<file path="src/rtl/signed_int_to_decimal_ascii_assert.svh">
// Assertion macros shared by the signed integer to decimal text converter.
`ifndef SIGNED_INT_TO_DECIMAL_ASCII_ASSERT_SVH
`define SIGNED_INT_TO_DECIMAL_ASCII_ASSERT_SVH

// Checks that the consequent holds in the same cycle as the antecedent.
`define SITDA_ASSERT_SAME(lbl, ante, cons, msg) \
  lbl: assert property (@(posedge clk_i) disable iff (!rst_ni) (ante) |-> (cons)) \
    else $error(msg);

// Checks that the consequent holds in the cycle after the antecedent.
`define SITDA_ASSERT_NEXT(lbl, ante, cons, msg) \
  lbl: assert property (@(posedge clk_i) disable iff (!rst_ni) (ante) |=> (cons)) \
    else $error(msg);

`endif

</file>
<file path="src/rtl/sitda_pkg.sv">
// Package with constants, command and status types for the decimal text converter.
package sitda_pkg;

  localparam logic [7:0] ASCII_ZERO  = 8'd48;
  localparam logic [7:0] ASCII_MINUS = 8'd45;
  localparam logic [3:0] BCD_ADJ_MIN = 4'd5;
  localparam logic [3:0] BCD_ADJ     = 4'd3;

  typedef struct packed {
    logic load;
    logic step;
    logic put_sign;
    logic put_digit;
  } cmd_t;

  typedef struct packed {
    logic neg;
    logic conv_done;
    logic last_digit;
    logic out_free;
  } status_t;

  // Number of decimal digits needed for the largest magnitude, 2**(bits-1).
  function automatic int unsigned num_digits(input int unsigned bits);
    logic [63:0]  lim;
    logic [63:0]  pw;
    int unsigned  n;
    lim = 64'd1 << (bits - 1);
    pw  = 64'd10;
    n   = 1;
    for (int k = 1; k < 20; k++) begin
      if (pw <= lim) begin
        n = k + 1;
      end
      pw = pw * 64'd10;
    end
    return n;
  endfunction

endpackage

</file>
<file path="src/rtl/sitda_value_if.sv">
// Handshake channel that carries one signed integer per transaction.
interface sitda_value_if #(
  parameter int unsigned VALUE_BITS = 32
);
  logic                         valid;
  logic                         ready;
  logic signed [VALUE_BITS-1:0] value;

  modport source (output valid, output value, input ready);
  modport sink (input valid, input value, output ready);
endinterface

</file>
<file path="src/rtl/sitda_char_if.sv">
// Handshake channel that carries one ASCII character and its end marker per transaction.
interface sitda_char_if;
  logic       valid;
  logic       ready;
  logic [7:0] character;
  logic       last;

  modport source (output valid, output character, output last, input ready);
  modport sink (input valid, input character, input last, output ready);
endinterface

</file>
<file path="src/rtl/sitda_ctrl.sv">
// Controller state machine that sequences conversion and character output.
module sitda_ctrl (
  input  logic              clk_i,
  input  logic              rst_ni,
  input  logic              in_valid_i,
  output logic              in_ready_o,
  input  sitda_pkg::status_t status_i,
  output sitda_pkg::cmd_t    cmd_o
);

  typedef enum logic [3:0] {
    ST_IDLE  = 4'b0001,
    ST_CONV  = 4'b0010,
    ST_SIGN  = 4'b0100,
    ST_DIGIT = 4'b1000
  } state_e;

  state_e state_q, state_d;

  always_comb begin
    state_d    = state_q;
    cmd_o      = '0;
    in_ready_o = 1'b0;
    unique case (state_q)
      ST_IDLE: begin
        in_ready_o = 1'b1;
        if (in_valid_i) begin
          cmd_o.load = 1'b1;
          state_d    = ST_CONV;
        end
      end
      ST_CONV: begin
        cmd_o.step = 1'b1;
        if (status_i.conv_done) begin
          state_d = status_i.neg ? ST_SIGN : ST_DIGIT;
        end
      end
      ST_SIGN: begin
        if (status_i.out_free) begin
          cmd_o.put_sign = 1'b1;
          state_d        = ST_DIGIT;
        end
      end
      ST_DIGIT: begin
        if (status_i.out_free) begin
          cmd_o.put_digit = 1'b1;
          if (status_i.last_digit) begin
            state_d = ST_IDLE;
          end
        end
      end
      default: begin
        state_d = ST_IDLE;
      end
    endcase
  end

  always_ff @(posedge clk_i or negedge rst_ni) begin
    if (!rst_ni) begin
      state_q <= ST_IDLE;
    end else begin
      state_q <= state_d;
    end
  end

endmodule

</file>
<file path="src/rtl/sitda_dpath.sv">
// Datapath with the shift-and-add-3 binary to BCD converter and the output register.
module sitda_dpath #(
  parameter int unsigned VALUE_BITS = 32
) (
  input  logic                         clk_i,
  input  logic                         rst_ni,
  input  logic signed [VALUE_BITS-1:0] value_i,
  input  sitda_pkg::cmd_t              cmd_i,
  output sitda_pkg::status_t           status_o,
  input  logic                         out_ready_i,
  output logic                         out_valid_o,
  output logic [7:0]                   out_char_o,
  output logic                         out_last_o
);

  localparam int unsigned ND    = sitda_pkg::num_digits(VALUE_BITS);
  localparam int unsigned DIG_W = $clog2(ND);
  localparam int unsigned CNT_W = $clog2(VALUE_BITS + 1);
  localparam logic [DIG_W-1:0] TOP_MAX = DIG_W'(ND - 1);
  localparam logic [CNT_W-1:0] CNT_ONE = CNT_W'(1);

  logic [VALUE_BITS-1:0] mag_q, mag_d;
  logic [3:0]            bcd_q [ND];
  logic [3:0]            bcd_d [ND];
  logic [3:0]            adj [ND];
  logic [3:0]            shf [ND];
  logic                  neg_q, neg_d;
  logic [DIG_W-1:0]      top_q, top_d;
  logic [DIG_W-1:0]      nxt_idx;
  logic [CNT_W-1:0]      cnt_q, cnt_d;
  logic                  out_valid_q, out_valid_d;
  logic [7:0]            out_char_q, out_char_d;
  logic                  out_last_q, out_last_d;
  logic                  put;

  assign put     = cmd_i.put_sign | cmd_i.put_digit;
  assign nxt_idx = top_q + DIG_W'(1);

  always_comb begin
    for (int i = 0; i < ND; i++) begin
      adj[i] = (bcd_q[i] >= sitda_pkg::BCD_ADJ_MIN) ? bcd_q[i] + sitda_pkg::BCD_ADJ
                                                    : bcd_q[i];
    end
    shf[0] = {adj[0][2:0], mag_q[VALUE_BITS-1]};
    for (int i = 1; i < ND; i++) begin
      shf[i] = {adj[i][2:0], adj[i-1][3]};
    end
  end

  always_comb begin
    mag_d = mag_q;
    bcd_d = bcd_q;
    neg_d = neg_q;
    top_d = top_q;
    cnt_d = cnt_q;
    if (cmd_i.load) begin
      neg_d = value_i[VALUE_BITS-1];
      mag_d = value_i[VALUE_BITS-1] ? VALUE_BITS'(-value_i) : VALUE_BITS'(value_i);
      for (int i = 0; i < ND; i++) begin
        bcd_d[i] = 4'd0;
      end
      top_d = '0;
      cnt_d = CNT_W'(VALUE_BITS);
    end else if (cmd_i.step) begin
      mag_d = {mag_q[VALUE_BITS-2:0], 1'b0};
      bcd_d = shf;
      cnt_d = cnt_q - CNT_ONE;
      // The value at most doubles, so the leading digit moves up by one at most.
      if ((top_q != TOP_MAX) && (shf[nxt_idx] != 4'd0)) begin
        top_d = nxt_idx;
      end
    end else if (cmd_i.put_digit && (top_q != '0)) begin
      top_d = top_q - DIG_W'(1);
    end
  end

  always_comb begin
    out_valid_d = out_valid_q;
    out_char_d  = out_char_q;
    out_last_d  = out_last_q;
    if (put) begin
      out_valid_d = 1'b1;
      out_char_d  = cmd_i.put_sign ? sitda_pkg::ASCII_MINUS
                                   : sitda_pkg::ASCII_ZERO + 8'(bcd_q[top_q]);
      out_last_d  = cmd_i.put_digit && (top_q == '0);
    end else if (out_ready_i) begin
      out_valid_d = 1'b0;
    end
  end

  always_ff @(posedge clk_i or negedge rst_ni) begin
    if (!rst_ni) begin
      out_valid_q <= 1'b0;
      top_q       <= '0;
      cnt_q       <= '0;
    end else begin
      out_valid_q <= out_valid_d;
      top_q       <= top_d;
      cnt_q       <= cnt_d;
    end
  end

  always_ff @(posedge clk_i) begin
    mag_q      <= mag_d;
    bcd_q      <= bcd_d;
    neg_q      <= neg_d;
    out_char_q <= out_char_d;
    out_last_q <= out_last_d;
  end

  assign status_o.neg        = neg_q;
  assign status_o.conv_done  = (cnt_q == CNT_ONE);
  assign status_o.last_digit = (top_q == '0);
  assign status_o.out_free   = !out_valid_q || out_ready_i;

  assign out_valid_o = out_valid_q;
  assign out_char_o  = out_char_q;
  assign out_last_o  = out_last_q;

endmodule

</file>
<file path="src/rtl/signed_int_to_decimal_ascii.sv">
// Top level of the signed integer to decimal ASCII text converter.
// The value_i channel takes one two's-complement integer per transaction.
// The char_o channel gives its decimal text, one character per transaction,
// most significant digit first, with '-' ahead of negative values and no
// leading zeros; last is high on the final character of each number.
// After a value is accepted, it runs through a shift-and-add-3 BCD converter
// that takes one magnitude bit per cycle. When the conversion is done, the
// controller moves to the sign or digit state, which puts the first character
// into the output register; then one character leaves per cycle while the
// receiver keeps ready high.
// The next value is accepted while the final character still waits in the
// output register, so a stalled receiver holds back only the first character
// of the value that follows, not its conversion.
// A stalled receiver freezes the pending character, and the block waits.
// Reset clears the controller and empties the output register.
module signed_int_to_decimal_ascii #(
  parameter int unsigned VALUE_BITS = 32
) (
  input logic          clk_i,
  input logic          rst_ni,
  sitda_value_if.sink  value_i,
  sitda_char_if.source char_o
);

  `include "signed_int_to_decimal_ascii_assert.svh"

  sitda_pkg::cmd_t    cmd;
  sitda_pkg::status_t status;
  logic               accept;
  logic               put_any;

  sitda_ctrl u_ctrl (
    .clk_i      (clk_i),
    .rst_ni     (rst_ni),
    .in_valid_i (value_i.valid),
    .in_ready_o (value_i.ready),
    .status_i   (status),
    .cmd_o      (cmd)
  );

  sitda_dpath #(
    .VALUE_BITS (VALUE_BITS)
  ) u_dpath (
    .clk_i       (clk_i),
    .rst_ni      (rst_ni),
    .value_i     (value_i.value),
    .cmd_i       (cmd),
    .status_o    (status),
    .out_ready_i (char_o.ready),
    .out_valid_o (char_o.valid),
    .out_char_o  (char_o.character),
    .out_last_o  (char_o.last)
  );

  assign accept  = value_i.valid && value_i.ready;
  assign put_any = cmd.put_sign || cmd.put_digit;

  `SITDA_ASSERT_SAME(a_put_needs_room, put_any, status.out_free, "character put without room")
  `SITDA_ASSERT_SAME(a_one_command, 1'b1, $onehot0(cmd), "more than one datapath command")
  `SITDA_ASSERT_NEXT(a_accept_starts_conv, accept, cmd.step && !put_any, "no conversion step")

endmodule
</file>
<file path="src/flat_wrapper.sv">
// flat-port wrapper written by rule: the top's interface ports become plain ports
module signed_int_to_decimal_ascii_flat 
#(
  parameter int unsigned VALUE_BITS = 32
)
  (clk_i, rst_ni, value_i_valid, value_i_value, value_i_ready, char_o_valid, char_o_character, char_o_last, char_o_ready);
  sitda_value_if #(.VALUE_BITS(VALUE_BITS)) value_i_i ();
  sitda_char_if char_o_i ();
  input logic clk_i;
  input logic rst_ni;
  input wire logic [$bits(value_i_i.valid)-1:0] value_i_valid;
  input wire logic [$bits(value_i_i.value)-1:0] value_i_value;
  output wire logic [$bits(value_i_i.ready)-1:0] value_i_ready;
  output wire logic [$bits(char_o_i.valid)-1:0] char_o_valid;
  output wire logic [$bits(char_o_i.character)-1:0] char_o_character;
  output wire logic [$bits(char_o_i.last)-1:0] char_o_last;
  input wire logic [$bits(char_o_i.ready)-1:0] char_o_ready;
  assign value_i_i.valid = value_i_valid;
  assign value_i_i.value = value_i_value;
  assign value_i_ready = value_i_i.ready;
  assign char_o_valid = char_o_i.valid;
  assign char_o_character = char_o_i.character;
  assign char_o_last = char_o_i.last;
  assign char_o_i.ready = char_o_ready;
  signed_int_to_decimal_ascii #(.VALUE_BITS(VALUE_BITS)) u_core (.clk_i(clk_i), .rst_ni(rst_ni), .value_i(value_i_i), .char_o(char_o_i));
endmodule
</file>
<file path="config.mk">
export PLATFORM = sky130hd
export DESIGN_NAME = signed_int_to_decimal_ascii_flat
export DESIGN_NICKNAME = d
export VERILOG_FILES = /design/src/rtl/sitda_pkg.sv /design/src/rtl/sitda_value_if.sv /design/src/rtl/sitda_char_if.sv /design/src/rtl/sitda_ctrl.sv /design/src/rtl/sitda_dpath.sv /design/src/rtl/signed_int_to_decimal_ascii.sv /design/src/flat_wrapper.sv
export VERILOG_INCLUDE_DIRS = /design/src /design/src/rtl
export SDC_FILE = /design/constraint.sdc
export NUM_CORES = 1
export LEC_CHECK = 0
export BUFFER_PORTS_ARGS = -buffer_cell sky130_fd_sc_hd__clkbuf_2
export CORE_ASPECT_RATIO = 1.25
export CORE_MARGIN = 4
export CORE_UTILIZATION = 25
export CTS_CLUSTER_DIAMETER = 60
export DETAILED_ROUTE_END_ITERATION = 10
export GPL_ROUTABILITY_DRIVEN = 0
export SLEW_MARGIN = 25
export SYNTH_ARGS = -nofsm -noshare
export SYNTH_HDL_FRONTEND = slang
export SYNTH_SLANG_ARGS = --single-unit
</file>
<file path="constraint.sdc">
create_clock -name clk_i -period 4.7 [get_ports clk_i]
set_input_delay 0.705 -clock clk_i [delete_from_list [all_inputs] [get_ports clk_i]]
set_output_delay 0.705 -clock clk_i [all_outputs]
set_load 0.02 [all_outputs]
</file>
* After elaboration in Yosys (flattened, before gate mapping) *
Cells that the tools add are included.

word-level totals
  register bits after elaboration = 97
  output and inout port bits = 11

cells by class
  $add $sub $neg = 15
  $lt $le $gt $ge = 12
  equal/unequal tests = 12
  mux-type cells = 41
  bitwise logic cells = 3
  reductions and logical operators = 13

operators with widths
  cell                                                                   count
  32-bit 2-to-1 mux                                                      3
  4-bit 2-to-1 mux                                                       23
  4-bit by 3-bit >= comparator with 1-bit output, second input constant  10
  4-bit by 2-bit adder with 4-bit output, second input constant          9
  4-bit binary-select mux with 4-bit select                              2
  32-bit negator                                                         1
  4-bit case mux with 4 select lines                                     1
  6-bit 2-to-1 mux                                                       2
  5-bit >= comparator, second input constant                             2
  4-bit NOT with 5-bit output                                            2
  1-bit 2-to-1 mux                                                       9
  2-bit by 1-bit != test with 1-bit output, second input constant        4
  4-bit nonzero test                                                     2
  6-bit by 4-bit adder with 7-bit output, first input constant           1
  6-bit by 1-bit equality test with 1-bit output, second input constant  1
  6-bit by 1-bit subtractor with 6-bit output, second input constant     1
  5-bit AND reduction                                                    1
  4-bit by 1-bit adder with 4-bit output, second input constant          1
  4-bit by 1-bit equality test with 1-bit output, second input constant  1
  4-bit by 2-bit equality test with 1-bit output, second input constant  1
  4-bit by 3-bit equality test with 1-bit output, second input constant  1
  4-bit equality test, second input constant                             1
  4-bit logical NOT                                                      1
  4-bit != test, second input constant                                   1
  12 further kinds                                                       15

* Longest topological paths before layout *
  depth in word-level cells = 10
  gate-level depth with buffers = 11
  gate-level depth less buffers = 10

* Modules after synthesis *
Synthesis repeated with hierarchy kept, for this count alone.

unflattened totals
  cells, all modules = 704
  area, all modules = 6227.2 sq um

modules (own cells, without submodules)
  module       instances  cells an instance  area each (sq um)  sequential area each (sq um)
  sitda_dpath  1          665                5875.6             2247.2
  sitda_ctrl   1          39                 351.6              101.3

* Worst setup path after synthesis *
Ideal clock, no wire load.

  path type = in2reg
  from = input port value_i_value[14]
  to = register u_core.u_dpath.mag_q[30], data pin
  arrival = 3.153 ns
  slack = 1.282 ns
  cell stages on the path = 8
  buffers on the path = 0
  cell sequence = or4_4 > or3_4 > or3_4 > or4_4 > or3_4 > o41ai_2 > xor2_1 > o21ai_1

on the way
  cells in the longest elaborated chain, start to end = 3

RTL lines
  element                             line                RTL
  start, declared                     flat_wrapper.sv:12  input wire logic [$bits(value_i_i.value)-1:0] value_i_value;
  32-bit negator                      sitda_dpath.sv:58   mag_d = value_i[VALUE_BITS-1] ? VALUE_BITS'(-value_i) : VALUE_BITS'(value_i);
  32-bit 2-to-1 mux                   sitda_dpath.sv:58
  32-bit 2-to-1 mux                   sitda_dpath.sv:56   if (cmd_i.load) begin
  named net u_core.u_dpath.mag_d[30]  sitda_dpath.sv:22   logic [VALUE_BITS-1:0] mag_q, mag_d;
  end signal, assigned                sitda_dpath.sv:104  mag_q <= mag_d;
  end, declared                       sitda_dpath.sv:22

The timed path passes the listed nets, and every way through them passes these cells.
A chain may end at the register's enable or synchronous reset.

* Worst setup path in the final report *
  from = input port value_i_value[12]
  to = register u_core.u_dpath.mag_q[29], data pin

Same word-level chain as after synthesis.

==> metrics <==
status finished clean; Multi-input gate area 0.003361 mm2; Initial Utilization between 20% and 30%; routed len/inst approximately 14 um; Nets 739; Routed Antenna Nets 0; DRC Markers 0; ys flop type dfxtp_1; Required @ worst endpoint around 4.8 ns; die area around 0.026 mm2; Final Skew 0.007253 ns; buffer count from post-CTS setup fixing 0; Worst-path clk slew about 0.070 ns; Final Hold Fails 0; CTS Root Cell clkbuf_16; number of synthesis warnings 0; vias in the first global route around 4700; vias approximately 4700; final setup vio count 0; RSZ-0062 raised after global routing false; diode count 0; DPL Wire Length 9.755 mm; fmax roughly 300 MHz; fin worst setup slack 1.411 ns; Post-Syn Instances approximately 650; TritonCTS buffer count 9; Core Rows 62; Cell Area, Synth between 0.005 and 0.006 mm2; Critical Path AT 3.37 ns; clock sink count 94; final non-filler cell total a little under 1000; Routed WL 13.49 mm; htree depth 3; initial antenna violation count 0; commonest non-fill, non-tap cell in the layout o21ai_0; DRT iter0 DRCs roughly 270; Post-CTS Hold Buffers 0; # fillers between 2000 and 2500; gr ovfl total 0; peak supply drop roughly 0.00028 V; Slew headroom between 40% and 50%; Final Critical Period roughly 3.3 ns; Setup TNS 0 ns; most frequent cells in the layout o21ai_0 (88), nand2_1 (73), clkbuf_2 (43); CP max-delay cell or4_4; Post-synth EDFFs 39; Critical Path End Type flip-flop; post-synth cell types 59; part of the Yosys area used for sequential elements about two fifths; total power after layout 4229 uW; fin. max-slew vios 0; GRT Overall Usage 10.21%; Max-Cap Viols 0; Longest Clk Path Bufs 2; iteration count of the initial detailed-routing pass 4; I/O Buffers 43; Yosys reg bits 94; io pins 47; Setup CP Type in -> reg; DP Worst Slack approximately 1.0 ns; Die Width around 150 um; Resize count post-CTS 0; Mean Syn Cell Area 9.127 um2; Reg area between 0.002 and 0.0025 mm2; Core Box Area about 0.023 mm2; PD cells between 600 and 700 mW/mm2; largest net degree at the start of global routing 65; Worst-Margin Slew ~0.85 ns; Leakage around 0.0025 uW; final period utilization a little over two thirds; later-pin clock latency in the skew report 0.35 ns; crit-path cells clkbuf_2, or4_4, or3_4, or3_1, or4_4, or3_4, o31ai_1, xor2_1, o21ai_1; critical path's largest stage delay between 0.5 and 0.6 ns; CTS tree built; vias per inst just under 5; global-route wire length before repair around 23 mm; Die Y approximately 180 um; area grow syn2layout 12.55%; crit-path max FO 4; Hold Path Class in -> async; Placed Instances approximately 950; type of element launching the critical path input pin; layout cells sized above 1 around 14%; asr flop ratio synth between 10% and 20%
metrics by stage:
step / area (um2) / utilization, % / hold WS, ns
2_1_floorplan: 5954 / - / 0.4094
5_1_grt: 6698 / 28.88 / 0.3254
3_3_place_gp: 6434 / 27.74 / 0.4885
6_report: 6698 / 28.88 / 0.2859
3_5_place_dp: 6434 / 27.74 / 0.4958
4_1_cts: 6693 / 28.85 / 0.3052
sequential cells by signal, indices dropped and copies added (netlist names):
name                        count
u_core.u_dpath.neg_q            1
u_core.u_dpath.bcd_q           40
u_core.u_dpath.out_valid_o      1
u_core.u_dpath.out_char_o       5
u_core.u_dpath.out_last_o       1
u_core.u_ctrl.state_q           4
u_core.u_dpath.top_q            4
u_core.u_dpath.mag_q           32
u_core.u_dpath.cnt_q            6
layer usage:
metal / share of wire [%] / vias up / routed length (um) / global-route usage (%)
met5: 0 / - / 0 / 0
met4: 2.5 / 0 / 335 / 3.991
met3: 4.8 / 19 / 642 / 2.491
met2: 46 / 80 / 6251 / 16.65
met1: 46 / 2220 / 6260 / 13.04
li1: - / 2414 / - / -
logic make-up (layout without fill, tap and decap cells):
logic type                 Yosys count  in the layout  synth area share (%)
AOI/OAI and AO/OA                  178            178                 17.98
xor gates and xnor gates            46             46                 6.770
adders and majority gates           26             26                 5.467
buffers and inverters               66             95                 4.352
DFF                                 94             94                 39.47
muxes                               33             33                 7.380
other                                2              3                0.1262
and+or+nand+nor                    207            207                 18.46
power breakdown:
part	internal (uW)	total (uW)	switching [uW]
clock	354	666	312
combinational	767	1940	1170
sequential	1300	1620	320
final timing paths:
| check | startpoint | end | slack [ns] | cells after the start |
|---|---|---|---|---|
| setup / recovery | value_i_value[12] | u_core.u_dpath.mag_q[29] | 1.41 | 9 |
| hold / removal | rst_ni | u_core.u_dpath.cnt_q[1] | 0.29 | 1 |
| setup reg to reg | u_core.u_ctrl.state_q[0] | u_core.u_dpath.top_q[0] | 1.81 | 9 |
| hold reg to reg | u_core.u_dpath.cnt_q[5] | u_core.u_dpath.cnt_q[5] | 0.51 | 2 |
| max in group asynchronous | rst_ni | u_core.u_ctrl.state_q[0] | 4.07 | 1 |
| min in group clk_i | u_core.u_dpath.cnt_q[5] | u_core.u_dpath.cnt_q[5] | 0.51 | 2 |
cell usage after synthesis (4+ instances only):
master,instances,area (um2)
a21oi_1,34,170.2
a32o_1,8,80.08
and2_1,4,25.02
buf_1,7,26.28
clkbuf_1,25,93.84
dfrtp_1,14,350.3
dfxtp_1,40,800.8
edfxtp_1,39,1171
ha_1,26,325.3
inv_1,28,105.1
mux2_2,7,78.83
mux2i_1,18,180.2
mux4_2,8,180.2
nand2_1,74,277.8
nand2b_1,16,100.1
nand3_1,30,150.1
nand4_1,7,43.79
nor2_1,20,75.07
nor3_1,10,50.05
nor3b_1,14,105.1
o21ai_0,88,440.4
o21ai_1,5,25.02
o221ai_1,5,43.79
o31ai_1,16,120.1
o41ai_1,4,35.03
or3_4,4,45.04
xnor2_1,13,113.9
xor2_1,33,289.0
cell type report:
type                    count  share of cell area (%)
clock buffers              11                   3.475
well taps                 288                   5.380
repair buffers             48                   3.774
flip-flops and latches     94                   35.06
inverters                  31                   1.737
multi-input cells         493                   50.18
clock inverters             5                  0.3923
worst max-delay path, delay by kind of cell:
kind	cells	cell delay, ns
buf+inv	1	0.11
simple gates	5	2.05
xor+xnor	1	0.17
compound gates	2	0.33
Power figures use the tool's default switching activity.
